==> src/rtl/rotc_pkg.sv <==
// Package with the command codes, register indexes and shared structs of the relay timer block.
`timescale 1ns / 1ps

package rotc_pkg;

  // Command codes carried by an input item.
  typedef enum logic [2:0] {
    CMD_TICK         = 3'd0,
    CMD_TEST         = 3'd1,
    CMD_VALVE_OPEN   = 3'd2,
    CMD_VALVE_CLOSE  = 3'd3,
    CMD_THERMO_OPEN  = 3'd4,
    CMD_THERMO_CLOSE = 3'd5,
    CMD_PWM          = 3'd6,
    CMD_OFF          = 3'd7
  } command_t;

  // Configuration register indexes.
  localparam logic [1:0] CFG_NORMALLY_OPEN     = 2'd0;
  localparam logic [1:0] CFG_VALVE_PULSE_TICKS = 2'd1;
  localparam logic [1:0] CFG_TEST_HALF_PERIOD  = 2'd2;

  // Register reset values.
  localparam logic [15:0] VALVE_PULSE_RESET = 16'd6000;
  localparam logic [15:0] TEST_HALF_RESET   = 16'd12000;

  // Configuration as seen by the timer core.
  typedef struct packed {
    logic        normally_open;
    logic [15:0] valve_pulse_ticks;
    logic [15:0] test_half_period_ticks;
  } cfg_t;

  // One result item.
  typedef struct packed {
    logic out_a;
    logic out_b;
    logic thermo_open_flag;
    logic save_request;
  } result_t;

  // Outcome of one pwm phase change.
  typedef struct packed {
    logic       on_phase;
    logic       level;
    logic [9:0] len;
  } pwm_step_t;

endpackage

==> src/rtl/rotc_core.sv <==
// Timer core: relay levels, test, off and pwm timers, thermostat flag and their next-state logic.
`timescale 1ns / 1ps

module rotc_core #(
  parameter int PWM_PERIOD = 1000
) (
  input  logic             clk,
  input  logic             rst,
  input  logic             step,
  input  logic [2:0]       command,
  input  logic [9:0]       duty,
  input  rotc_pkg::cfg_t   cfg,
  output rotc_pkg::result_t result
);

  import rotc_pkg::*;

  localparam logic [9:0] PERIOD = 10'(PWM_PERIOD);

  // State registers.
  logic        level_a, level_a_next;
  logic        level_b, level_b_next;
  logic        test_running, test_running_next;
  logic [15:0] test_count, test_count_next;
  logic        off_pending, off_pending_next;
  logic [15:0] off_count, off_count_next;
  logic        pwm_running, pwm_running_next;
  logic        pwm_on, pwm_on_next;
  logic [9:0]  pwm_count, pwm_count_next;
  logic [9:0]  duty_level, duty_level_next;
  logic        thermo_flag, thermo_flag_next;
  logic        save;

  // One phase change: entering the on phase drives the open level unless the
  // duty is zero, entering the off phase drives the closed level unless the
  // duty fills the whole period.
  function automatic pwm_step_t pwm_flip(input logic on_in, input logic lvl_in,
                                         input logic [9:0] d, input logic nopen);
    pwm_step_t s;
    s.level = lvl_in;
    if (!on_in) begin
      s.on_phase = 1'b1;
      if (d != 10'd0) s.level = ~nopen;
      s.len = d;
    end else begin
      s.on_phase = 1'b0;
      if (d < PERIOD) s.level = nopen;
      s.len = PERIOD - d;
    end
    return s;
  endfunction

  // Phase change that skips a zero-length phase with a second change.
  function automatic pwm_step_t pwm_advance(input logic on_in, input logic lvl_in,
                                            input logic [9:0] d, input logic nopen);
    pwm_step_t s;
    s = pwm_flip(on_in, lvl_in, d, nopen);
    if (s.len == 10'd0) s = pwm_flip(s.on_phase, s.level, d, nopen);
    return s;
  endfunction

  // Next-state logic for one transfer.
  always_comb begin
    logic [16:0] cnt;
    logic [9:0]  duty_sat;
    pwm_step_t   ps;

    level_a_next      = level_a;
    level_b_next      = level_b;
    test_running_next = test_running;
    test_count_next   = test_count;
    off_pending_next  = off_pending;
    off_count_next    = off_count;
    pwm_running_next  = pwm_running;
    pwm_on_next       = pwm_on;
    pwm_count_next    = pwm_count;
    duty_level_next   = duty_level;
    thermo_flag_next  = thermo_flag;
    save              = 1'b0;
    cnt               = '0;
    duty_sat          = (duty > PERIOD) ? PERIOD : duty;
    ps                = '0;

    unique case (command_t'(command))
      CMD_TICK: begin
        // Expiries act in the order test, off, pwm.
        if (test_running) begin
          cnt = {1'b0, test_count} + 17'd1;
          if (cnt >= {1'b0, cfg.test_half_period_ticks}) begin
            level_a_next    = ~level_a_next;
            level_b_next    = ~level_b_next;
            test_count_next = '0;
          end else begin
            test_count_next = cnt[15:0];
          end
        end
        if (off_pending) begin
          cnt = {1'b0, off_count} + 17'd1;
          if (cnt >= {1'b0, cfg.valve_pulse_ticks}) begin
            level_a_next     = 1'b0;
            level_b_next     = 1'b0;
            off_pending_next = 1'b0;
            off_count_next   = '0;
          end else begin
            off_count_next = cnt[15:0];
          end
        end
        if (pwm_running) begin
          if (pwm_count <= 10'd1) begin
            ps             = pwm_advance(pwm_on, level_a_next, duty_level, cfg.normally_open);
            pwm_on_next    = ps.on_phase;
            level_a_next   = ps.level;
            pwm_count_next = ps.len;
          end else begin
            pwm_count_next = pwm_count - 10'd1;
          end
        end
      end
      CMD_TEST: begin
        level_a_next      = 1'b1;
        level_b_next      = 1'b0;
        test_running_next = 1'b1;
        test_count_next   = '0;
      end
      CMD_VALVE_OPEN: begin
        test_running_next = 1'b0;
        level_a_next      = 1'b1;
        level_b_next      = 1'b0;
        off_pending_next  = 1'b1;
        off_count_next    = '0;
      end
      CMD_VALVE_CLOSE: begin
        test_running_next = 1'b0;
        level_a_next      = 1'b0;
        level_b_next      = 1'b1;
        off_pending_next  = 1'b1;
        off_count_next    = '0;
      end
      CMD_THERMO_OPEN: begin
        level_a_next = ~cfg.normally_open;
        if (!thermo_flag) begin
          thermo_flag_next = 1'b1;
          save             = 1'b1;
        end
      end
      CMD_THERMO_CLOSE: begin
        level_a_next = cfg.normally_open;
        if (thermo_flag) begin
          thermo_flag_next = 1'b0;
          save             = 1'b1;
        end
      end
      CMD_PWM: begin
        duty_level_next  = duty_sat;
        pwm_running_next = 1'b1;
        ps               = pwm_advance(pwm_on, level_a, duty_sat, cfg.normally_open);
        pwm_on_next      = ps.on_phase;
        level_a_next     = ps.level;
        pwm_count_next   = ps.len;
      end
      CMD_OFF: begin
        test_running_next = 1'b0;
        test_count_next   = '0;
        off_pending_next  = 1'b0;
        off_count_next    = '0;
        level_a_next      = 1'b0;
        level_b_next      = 1'b0;
      end
    endcase
  end

  // The result reflects the state after the update.
  assign result.out_a            = level_a_next;
  assign result.out_b            = level_b_next;
  assign result.thermo_open_flag = thermo_flag_next;
  assign result.save_request     = save;

  // State update on each transfer.
  always_ff @(posedge clk) begin
    if (rst) begin
      level_a      <= 1'b0;
      level_b      <= 1'b0;
      test_running <= 1'b0;
      test_count   <= '0;
      off_pending  <= 1'b0;
      off_count    <= '0;
      pwm_running  <= 1'b0;
      pwm_on       <= 1'b0;
      pwm_count    <= '0;
      duty_level   <= '0;
      thermo_flag  <= 1'b0;
    end else if (step) begin
      level_a      <= level_a_next;
      level_b      <= level_b_next;
      test_running <= test_running_next;
      test_count   <= test_count_next;
      off_pending  <= off_pending_next;
      off_count    <= off_count_next;
      pwm_running  <= pwm_running_next;
      pwm_on       <= pwm_on_next;
      pwm_count    <= pwm_count_next;
      duty_level   <= duty_level_next;
      thermo_flag  <= thermo_flag_next;
    end
  end

  // The stored duty never exceeds the period.
  a_duty_bounded: assert property (@(posedge clk) disable iff (rst)
    duty_level <= PERIOD)
    else $error("stored duty above the pwm period");

  // The pwm phase counter never exceeds the period while pwm runs.
  a_pwm_count_bounded: assert property (@(posedge clk) disable iff (rst)
    pwm_running |-> pwm_count <= PERIOD)
    else $error("pwm phase count above the period");

  // A valve command leaves exactly one output driven.
  a_valve_one_hot: assert property (@(posedge clk) disable iff (rst)
    step && (command == CMD_VALVE_OPEN || command == CMD_VALVE_CLOSE)
    |=> (level_a ^ level_b) && off_pending)
    else $error("valve command did not drive exactly one output");

endmodule

==> src/rtl/relay_output_timer_controller.sv <==
// Top level of the relay output timer controller: handshakes, registers and result register.
`timescale 1ns / 1ps

//  Channel  Signals                                   Direction  Meaning
//  input    in_valid, in_ready, command, duty         in         tick or command item
//  output   out_valid, out_ready, out_a, out_b,       out        relay levels and thermostat
//           thermo_open_flag, save_request                        flag after each item
//  config   cfg_write, cfg_index, cfg_data            in         register write, no wait
//
//  One item is taken every cycle while no result waits; its result appears in the
//  output register on the next cycle, set by the single state update in the timer core.
//  Reset (rst, synchronous) clears all timers, levels and the output valid flag,
//  and loads the register defaults 0, 6000 and 12000.
//  While a result waits on out_ready, in_ready is low and the result holds;
//  a new item is taken in the same cycle that the waiting result transfers.

module relay_output_timer_controller #(
  parameter int PWM_PERIOD = 1000
) (
  input  logic        clk,
  input  logic        rst,
  input  logic        in_valid,
  output logic        in_ready,
  input  logic [2:0]  command,
  input  logic [9:0]  duty,
  output logic        out_valid,
  input  logic        out_ready,
  output logic        out_a,
  output logic        out_b,
  output logic        thermo_open_flag,
  output logic        save_request,
  input  logic        cfg_write,
  input  logic [1:0]  cfg_index,
  input  logic [15:0] cfg_data
);

  import rotc_pkg::*;

  cfg_t    cfg;
  result_t result;
  logic    in_xfer;

  // Input transfer whenever the output register is empty or being emptied.
  assign in_ready = !out_valid || out_ready;
  assign in_xfer  = in_valid && in_ready;

  // Configuration registers.
  always_ff @(posedge clk) begin
    if (rst) begin
      cfg.normally_open          <= 1'b0;
      cfg.valve_pulse_ticks      <= VALVE_PULSE_RESET;
      cfg.test_half_period_ticks <= TEST_HALF_RESET;
    end else if (cfg_write) begin
      if (cfg_index == CFG_NORMALLY_OPEN)     cfg.normally_open          <= cfg_data[0];
      if (cfg_index == CFG_VALVE_PULSE_TICKS) cfg.valve_pulse_ticks      <= cfg_data;
      if (cfg_index == CFG_TEST_HALF_PERIOD)  cfg.test_half_period_ticks <= cfg_data;
    end
  end

  rotc_core #(
    .PWM_PERIOD (PWM_PERIOD)
  ) u_core (
    .clk     (clk),
    .rst     (rst),
    .step    (in_xfer),
    .command (command),
    .duty    (duty),
    .cfg     (cfg),
    .result  (result)
  );

  // Output valid flag.
  always_ff @(posedge clk) begin
    if (rst) begin
      out_valid <= 1'b0;
    end else if (in_xfer) begin
      out_valid <= 1'b1;
    end else if (out_ready) begin
      out_valid <= 1'b0;
    end
  end

  // Output payload register.
  always_ff @(posedge clk) begin
    if (in_xfer) begin
      out_a            <= result.out_a;
      out_b            <= result.out_b;
      thermo_open_flag <= result.thermo_open_flag;
      save_request     <= result.save_request;
    end
  end

  // A thermostat open command shows the flag set in its result.
  a_thermo_open: assert property (@(posedge clk) disable iff (rst)
    in_xfer && command == CMD_THERMO_OPEN |=> out_valid && thermo_open_flag)
    else $error("thermostat open did not set the flag");

  // A thermostat close command shows the flag cleared in its result.
  a_thermo_close: assert property (@(posedge clk) disable iff (rst)
    in_xfer && command == CMD_THERMO_CLOSE |=> out_valid && !thermo_open_flag)
    else $error("thermostat close did not clear the flag");

  // An off command clears both outputs.
  a_off_clears: assert property (@(posedge clk) disable iff (rst)
    in_xfer && command == CMD_OFF |=> out_valid && !out_a && !out_b && !save_request)
    else $error("off command left an output driven");

  // A test command drives A high and B low.
  a_test_start: assert property (@(posedge clk) disable iff (rst)
    in_xfer && command == CMD_TEST |=> out_valid && out_a && !out_b)
    else $error("test command did not set the start levels");

endmodule
==> config.mk <==
export PLATFORM = sky130hd
export DESIGN_NAME = relay_output_timer_controller
export DESIGN_NICKNAME = d
export VERILOG_FILES = /design/src/rtl/rotc_pkg.sv /design/src/rtl/rotc_core.sv /design/src/rtl/relay_output_timer_controller.sv
export SDC_FILE = /design/constraint.sdc
export NUM_CORES = 1
export LEC_CHECK = 0
export ABC_AREA = 1
export BUFFER_PORTS_ARGS = -buffer_cell sky130_fd_sc_hd__buf_4
export CAP_MARGIN = 20
export CORE_AREA = 2 2 110 112
export DETAILED_ROUTE_END_ITERATION = 16
export DIE_AREA = 0 0 112 114
export PLACE_DENSITY = 0.79
export REMOVE_ABC_BUFFERS = 1
export SKIP_CTS_REPAIR_TIMING = 1
export SLEW_MARGIN = 20
export SYNTH_ARGS = -nofsm -noshare
export SYNTH_HDL_FRONTEND = slang
export SYNTH_HIERARCHICAL = 1
export SYNTH_SLANG_ARGS = --single-unit
==> constraint.sdc <==
create_clock -name clk -period 3.65 [get_ports clk]
set_input_delay 0.5475 -clock clk [delete_from_list [all_inputs] [get_ports clk]]
set_output_delay 0.5475 -clock clk [all_outputs]
set_load 0.005 [all_outputs]
Word level (Yosys, flattened, before mapping)

Cells that the tools add are included.

Add/subtract/negate cells: 5
Order comparisons: 6
Equality and inequality tests: 13
Muxes and demuxes: 53
Bitwise logic cells: 3
Reduce and logical (&&, ||, !) cells: 31

Operators by type and width:

| cell                                                                    | count |
|---|---|
| 12-bit 2-to-1 mux                                                       | 10 |
| 16-bit 2-to-1 mux                                                       | 4 |
| 16-bit one-hot mux with 2 select lines                                  | 2 |
| 16-bit by 1-bit adder with 17-bit output (second input constant)        | 2 |
| 17-bit by 16-bit >= comparator with 1-bit output                        | 2 |
| 10-bit 2-to-1 mux                                                       | 3 |
| 1-bit 2-to-1 mux                                                        | 26 |
| 10-bit zero test                                                        | 2 |
| 10-bit < comparator (second input constant)                             | 2 |
| 10-bit one-hot mux with 2 select lines                                  | 1 |
| 10-bit nonzero test                                                     | 2 |
| 10-bit subtractor (first input constant)                                | 2 |
| 3-bit equality test (second input constant)                             | 4 |
| 2-bit AND reduction                                                     | 6 |
| 10-bit > comparator (second input constant)                             | 1 |
| 10-bit by 1-bit <= comparator with 1-bit output (second input constant) | 1 |
| 2-bit nonzero test                                                      | 5 |
| 10-bit by 1-bit subtractor with 10-bit output (second input constant)   | 1 |
| 3-bit AND reduction                                                     | 3 |
| 2-bit by 1-bit != test with 1-bit output (second input constant)        | 4 |
| 1-bit one-hot mux with 2 select lines                                   | 4 |
| 2-bit OR reduction                                                      | 4 |
| 3-bit by 2-bit equality test with 1-bit output (second input constant)  | 2 |
| 1-bit one-hot mux with 3 select lines                                   | 2 |
| 13 further kinds                                                        | 16 |

Bits in registers: 97
Bits of input ports: 36

Depth between registers and ports, before layout

Word-level depth: 17
Depth in mapped cells: 30

Modules after synthesis

The synthesis kept the hierarchy.

By module, submodules not included:

| module                        | instances | cells each | area an instance (µm²) | seq. area each (µm²) |
|---|---|---|---|---|
| rotc_core                     | 1         | 890        | 5,429.0                | 1,181.1 |
| relay_output_timer_controller | 1         | 197        | 1,472.7                | 800.8 |

Worst setup path after synthesis

No wires, ideal clock.

Path type: flip-flop to flip-flop
From: reg u_core.test_count[0]
To: reg out_a (data pin)
Data arrival time: 2.950 ns
Data required time: 3.399 ns
Slack: 0.449 ns
Cell stages (with the launch flop): 28
Cell sequence: dfxtp_1 -> inv_1 -> nor3_1 -> nand2_1 -> nor2_1 -> inv_1 -> nor2_1 -> inv_1 -> nor3_1 -> nand4_1 -> xnor2_1 -> ha_1 -> nand2_1 -> nor2_1 -> nand2_1 -> nor3_1 -> nand2_1 -> nand3_1 -> nor2_1 -> nand3_1 -> nand3_1 -> nand3_1 -> nand2_1 -> nand2_1 -> a21oi_1 -> nand2_1 -> nand2_1 -> buf_4

Word-level cells in the longest chain between the ends: 17
Elaborated cells between the ends (all ways): 19
Those cells by class: add/sub (1); order compare (1); mux (17)

Ends and longest elaborated chain:

| what                                               | RTL line                            | RTL |
|---|---|---|
| start, declared                                    | rotc_core.sv:24                     | `logic [15:0] test_count, test_count_next;` |
| start signal, assigned                             | rotc_core.sv:196                    | `test_count <= test_count_next;` |
| 16-bit by 1-bit adder with 17-bit output *         | rotc_core.sv:88                     | `cnt = {1'b0, test_count} + 17'd1;` |
| 17-bit by 16-bit >= comparator with 1-bit output * | rotc_core.sv:89                     | `if (cnt >= {1'b0, cfg.test_half_period_ticks}) begin` |
| 1-bit 2-to-1 mux *                                 | rotc_core.sv:89                     |  |
| 1-bit 2-to-1 mux *                                 | rotc_core.sv:87                     | `if (test_running) begin` |
| 1-bit 2-to-1 mux                                   | rotc_core.sv:99                     | `if (cnt >= {1'b0, cfg.valve_pulse_ticks}) begin` |
| 1-bit 2-to-1 mux *                                 | rotc_core.sv:97                     | `if (off_pending) begin` |
| 1-bit 2-to-1 mux (on tied branches)                | rotc_core.sv:43, rotc_core.sv:47    |  |
| 12-bit 2-to-1 mux                                  | rotc_core.sv:41                     | `if (!on_in) begin` |
| (+2 left out)                                      | -                                   |  |
| 12-bit 2-to-1 mux                                  | rotc_core.sv:84                     | `unique case (command_t'(command))` |
| 1-bit 2-to-1 mux (on tied branches)                | rotc_core.sv:43, rotc_core.sv:47    |  |
| 12-bit 2-to-1 mux                                  | rotc_core.sv:41                     |  |
| 12-bit 2-to-1 mux                                  | rotc_core.sv:58                     | `if (s.len == 10'd0) s = pwm_flip(s.on_phase, s.level, d, nopen);` |
| 1-bit 2-to-1 mux                                   | rotc_core.sv:109                    | `if (pwm_count <= 10'd1) begin` |
| 1-bit 2-to-1 mux *                                 | rotc_core.sv:108                    | `if (pwm_running) begin` |
| 1-bit one-hot mux with 6 select lines *            | rotc_core.sv:84                     |  |
| net u_core.level_a_next                            | rotc_core.sv:21                     | `logic level_a, level_a_next;` |
| end signal, assigned                               | relay_output_timer_controller.sv:86 | `out_a <= result.out_a;` |
| end, declared                                      | relay_output_timer_controller.sv:28 | `output logic out_a,` |

The timed path passes the listed nets; every way through them passes the cells marked *. The select of a mux whose other input is x is not followed.
A chain may end at the register's enable or synchronous reset.

==> qor.tcl <==
set qor(final_setup_violation_count) 0
set qor(total_power_density_per_cell_area_nw_per_um2) 341
set qor(yosys_register_bits) 97
set qor(worst_hold_path_class) {in2reg}
set qor(final-hold-violation-count) 0
set qor(globalRoute.totalOverflow) 0
set qor(worst_setup_path_end_kind) {register}
set qor(clk_latency_ns) 0.36
set qor(cts_num_sinks) 97
set qor(final-instance-count-excl-fill) 1271
set qor(synth_sequential_area_ratio_pct) 28.7
set qor(worstHoldStart) {cfg_data[6]}
set qor(port_buffers) 41
set qor(area_growth_syn_to_layout_pct) 11.8
set qor(total_design_power_mw) 2.63
set qor(vias_per_cell) 5.33
set qor(finalWeightedCongestion) 0.861
set qor(final_total_negative_setup_slack_ns) 0
set qor(layout_min_cycle_time_ns) 3.37
set qor(max_clock_freq_mhz) 297
set qor(ctsHtreeMaxLevel) 3
set qor(max-slew-margin-rel_pct) 35.5
set qor(clkTransAtPathRegs_ns) 0.07
set qor(p_leak_nw) 3.76
set qor(dp_hpwl_um) 12400
set qor(synth_area_per_cell_um2) 6.35
set qor(arrival_time_reported_for_the_critical_path_endpoint_ns) 3.48
set qor(first_pass_iters) 5
set qor(grt_start_max_net_pins) 41
set qor(num_rows) 40
set qor(final.fill_count) 1088
set qor(cp_data_required_time_ns) 3.76
set qor(vdd_drop_max_mv) 0.394
set qor(grt_pass1_vias) 5787
set qor(insertedDiodeCount) 0
set qor(antenna_violations_before_repair) 0
set qor(multi_input_area_um2) 4210
set qor(sequential_cell_area_um2) 1990
set qor(timing.final.crit_share_pct) 92.3
set qor(antenna_violating_nets_post_route) 0
set qor(remaining_drc_errors) 0
set qor(crit_path_start) {u_core/off_count[2]}
set qor(chipWidth_um) 112
set qor(floorplan.io_pins) 42
set qor(vias_post_dr) 6770
set qor(synthCells) 1087
set qor(result_of_the_run) {completed}
set qor(critPathLaunchType) {register}
set qor(drt_total_wl_um) 16800
set qor(final-max-slew-violation-count) 0
set qor(initial_core_util_pct) 58.9
set qor(yosysUniqueCellTypes) 47
set qor(timing_worst_setup_path_type) {reg2reg}
set qor(rr_startpoint) {u_core/off_count[2]}
set qor(syn_area_um2) 6900
set qor(drt_iter0_markers) 542
set qor(drive_above_1_share_pct) 12.7
set qor(cts.root.buffer_cell) {sky130_fd_sc_hd__clkbuf_16}
set qor(core_region_area_um2) 11700
set qor(num-nets-final) 1194
set qor(global_routing_usage_summed_across_all_routing_layers_pct) 26.4
set qor(ys.flop_type) {sky130_fd_sc_hd__dfxtp_1}
set qor(tritoncts_clock_tree) {built}
set qor(die_area_um2) 12800
set qor(grt_first_pass_wirelength_um) 27500
set qor(synth-warning-count) 6
set qor(cap_violations) 0
set qor(critical_path.max_fanout) 4
set qor(synth_async_sr_flop_share_pct) 0
set qor(post_route_skew_ns) 0.00529
set qor(dieHeight_um) 114
set qor(tightest_slew_ns) 0.967
set qor(wire_per_inst_um) 13.2
set qor(dpl.cell_count) 1251
set qor(synth_enable_flop_cells) 4
set qor(cts_made_buffers) 9
set qor(cts_buffer_depth) 2
[Yosys cell counts, types with 2 or more instances]
library cell | instances | area [µm²]
sky130_fd_sc_hd__buf_4 | 5 | 37.5
sky130_fd_sc_hd__nor3_1 | 15 | 75.1
sky130_fd_sc_hd__xnor2_1 | 8 | 70.1
sky130_fd_sc_hd__o211ai_1 | 8 | 60.1
sky130_fd_sc_hd__nand3_4 | 2 | 35.0
sky130_fd_sc_hd__nor2_1 | 102 | 383
sky130_fd_sc_hd__nand3b_1 | 5 | 37.5
sky130_fd_sc_hd__xor2_1 | 23 | 201
sky130_fd_sc_hd__o21ai_0 | 55 | 275
sky130_fd_sc_hd__nor2_4 | 2 | 22.5
sky130_fd_sc_hd__a21oi_1 | 92 | 460
sky130_fd_sc_hd__nand3_1 | 64 | 320
sky130_fd_sc_hd__nand2_1 | 303 | 1140
sky130_fd_sc_hd__dfxtp_1 | 93 | 1860
sky130_fd_sc_hd__or2_2 | 3 | 18.8
sky130_fd_sc_hd__nor3b_1 | 3 | 22.5
sky130_fd_sc_hd__nor2_2 | 11 | 68.8
sky130_fd_sc_hd__inv_1 | 157 | 589
sky130_fd_sc_hd__edfxtp_1 | 4 | 120
sky130_fd_sc_hd__nand2_2 | 8 | 50.1
sky130_fd_sc_hd__buf_2 | 6 | 30.0
sky130_fd_sc_hd__ha_1 | 39 | 488
sky130_fd_sc_hd__a31oi_1 | 5 | 31.3
sky130_fd_sc_hd__inv_2 | 6 | 22.5
sky130_fd_sc_hd__nand4_1 | 17 | 106
sky130_fd_sc_hd__o2111ai_1 | 2 | 17.5
sky130_fd_sc_hd__o21ai_2 | 4 | 35.0
sky130_fd_sc_hd__clkbuf_1 | 16 | 60.1
sky130_fd_sc_hd__buf_6 | 2 | 22.5
sky130_fd_sc_hd__nand3_2 | 7 | 70.1
sky130_fd_sc_hd__o21ai_1 | 2 | 10.0
sky130_fd_sc_hd__nand2_4 | 3 | 33.8
[routing by layer]
metal	track usage [%]	wire length, µm	vias up
li1	-	-	3536
met1	40.7	8480	3050
met2	37.9	7100	170
met3	4.36	1020	14
met4	7.24	186	0
met5	0	0	-
[registers in the layout (all words and copies together) (netlist names), 10 cells and up]
name,count
cfg,33
u_core/duty_level,10
u_core/off_count,16
u_core/pwm_count,10
u_core/test_count,16
[worst max-delay path, cell delays in order, from the launching register on]
cell	delay (ns)
sky130_fd_sc_hd__dfxtp_1	0.39
sky130_fd_sc_hd__nand3_2	0.12
sky130_fd_sc_hd__nor2_2	0.14
sky130_fd_sc_hd__nand3_1	0.11
sky130_fd_sc_hd__or2_2	0.31
sky130_fd_sc_hd__nor2_1	0.09
sky130_fd_sc_hd__nand2_1	0.10
sky130_fd_sc_hd__nor2_2	0.13
sky130_fd_sc_hd__nand2_1	0.10
sky130_fd_sc_hd__xnor2_2	0.16
sky130_fd_sc_hd__ha_1	0.35
sky130_fd_sc_hd__nand4_1	0.13
sky130_fd_sc_hd__nor4_1	0.26
sky130_fd_sc_hd__nand2_1	0.08
sky130_fd_sc_hd__nand3_1	0.13
sky130_fd_sc_hd__nand2_2	0.09
sky130_fd_sc_hd__nand4_1	0.11
sky130_fd_sc_hd__nand2_1	0.06
sky130_fd_sc_hd__nand2_1	0.05
sky130_fd_sc_hd__nand2_1	0.05
sky130_fd_sc_hd__nand2_1	0.11
sky130_fd_sc_hd__nand2_1	0.05
[report_power, final]
group	internal, mW	total (mW)	switching (mW)
Combinational	0.171	0.488	0.317
Clock	0.579	1.02	0.437
Sequential	1.10	1.13	0.0262
Total	1.85	2.63	0.780
[layout by cell type (no fill, tap or decap), types with 4 or more instances in the layout]
| cell | count |
|---|---|
| sky130_fd_sc_hd__a21oi_1 | 90 |
| sky130_fd_sc_hd__a31oi_1 | 5 |
| sky130_fd_sc_hd__buf_4 | 51 |
| sky130_fd_sc_hd__clkbuf_16 | 10 |
| sky130_fd_sc_hd__clkinvlp_4 | 4 |
| sky130_fd_sc_hd__dfxtp_1 | 89 |
| sky130_fd_sc_hd__dfxtp_2 | 4 |
| sky130_fd_sc_hd__edfxtp_1 | 4 |
| sky130_fd_sc_hd__ha_1 | 39 |
| sky130_fd_sc_hd__inv_1 | 155 |
| sky130_fd_sc_hd__inv_2 | 7 |
| sky130_fd_sc_hd__nand2_1 | 301 |
| sky130_fd_sc_hd__nand2_2 | 10 |
| sky130_fd_sc_hd__nand3_1 | 62 |
| sky130_fd_sc_hd__nand3_2 | 9 |
| sky130_fd_sc_hd__nand3b_1 | 5 |
| sky130_fd_sc_hd__nand4_1 | 17 |
| sky130_fd_sc_hd__nor2_1 | 98 |
| sky130_fd_sc_hd__nor2_2 | 15 |
| sky130_fd_sc_hd__nor3_1 | 10 |
| sky130_fd_sc_hd__nor3_2 | 4 |
| sky130_fd_sc_hd__o211ai_1 | 8 |
| sky130_fd_sc_hd__o21ai_0 | 54 |
| sky130_fd_sc_hd__o21ai_2 | 5 |
| sky130_fd_sc_hd__xnor2_1 | 7 |
| sky130_fd_sc_hd__xor2_1 | 23 |
[kinds of logic after synthesis]
logic type,count (synthesis),synth area share [%]
buffers and inverters,195,11.4
XOR/XNOR,31,3.93
multiplexers,1,0.145
AND/OR/NAND/NOR,548,34.9
adder cells (fa/ha/maj),39,7.07
flip-flops,97,28.7
AO/OA/AOI/OAI,176,13.9
[final timing paths]
path                  end  slack [ns]  depth (start not counted)
setup / recovery    out_a        0.28                         21
hold / removal    cfg[22]        0.41                          3
hold reg to reg    cfg[7]        0.48                          2
setup reg to reg    out_a        0.28                         21
[area by class of cell]
| type | count | area share, % |
|---|---|---|
| Multi-Input combinational cell | 795 | 54.6 |
| Sequential cell | 97 | 25.7 |
| Inverter | 164 | 8.06 |
| Timing Repair Buffer | 51 | 4.96 |
| Clock buffer | 10 | 3.24 |
| Tap cell | 147 | 2.38 |
| Clock inverter | 6 | 0.924 |
| Timing Repair inverter | 1 | 0.0973 |
[stage by stage]
stage / area, µm² / hold slack [ns] / worst slack (ns) / utilization, %
after floorplan: 6730 / 0.442 / 0.416 / -
after global placement: 7280 / 0.454 / 0.194 / 62.1
after detailed placement: 7280 / 0.457 / 0.139 / 62.1
after CTS: 7600 / 0.399 / 0.112 / 64.9
after global routing: 7720 / 0.408 / -0.0138 / 65.9
final: 7720 / 0.406 / 0.281 / 65.9
No activity file was read; power rests on OpenSTA's default activity.
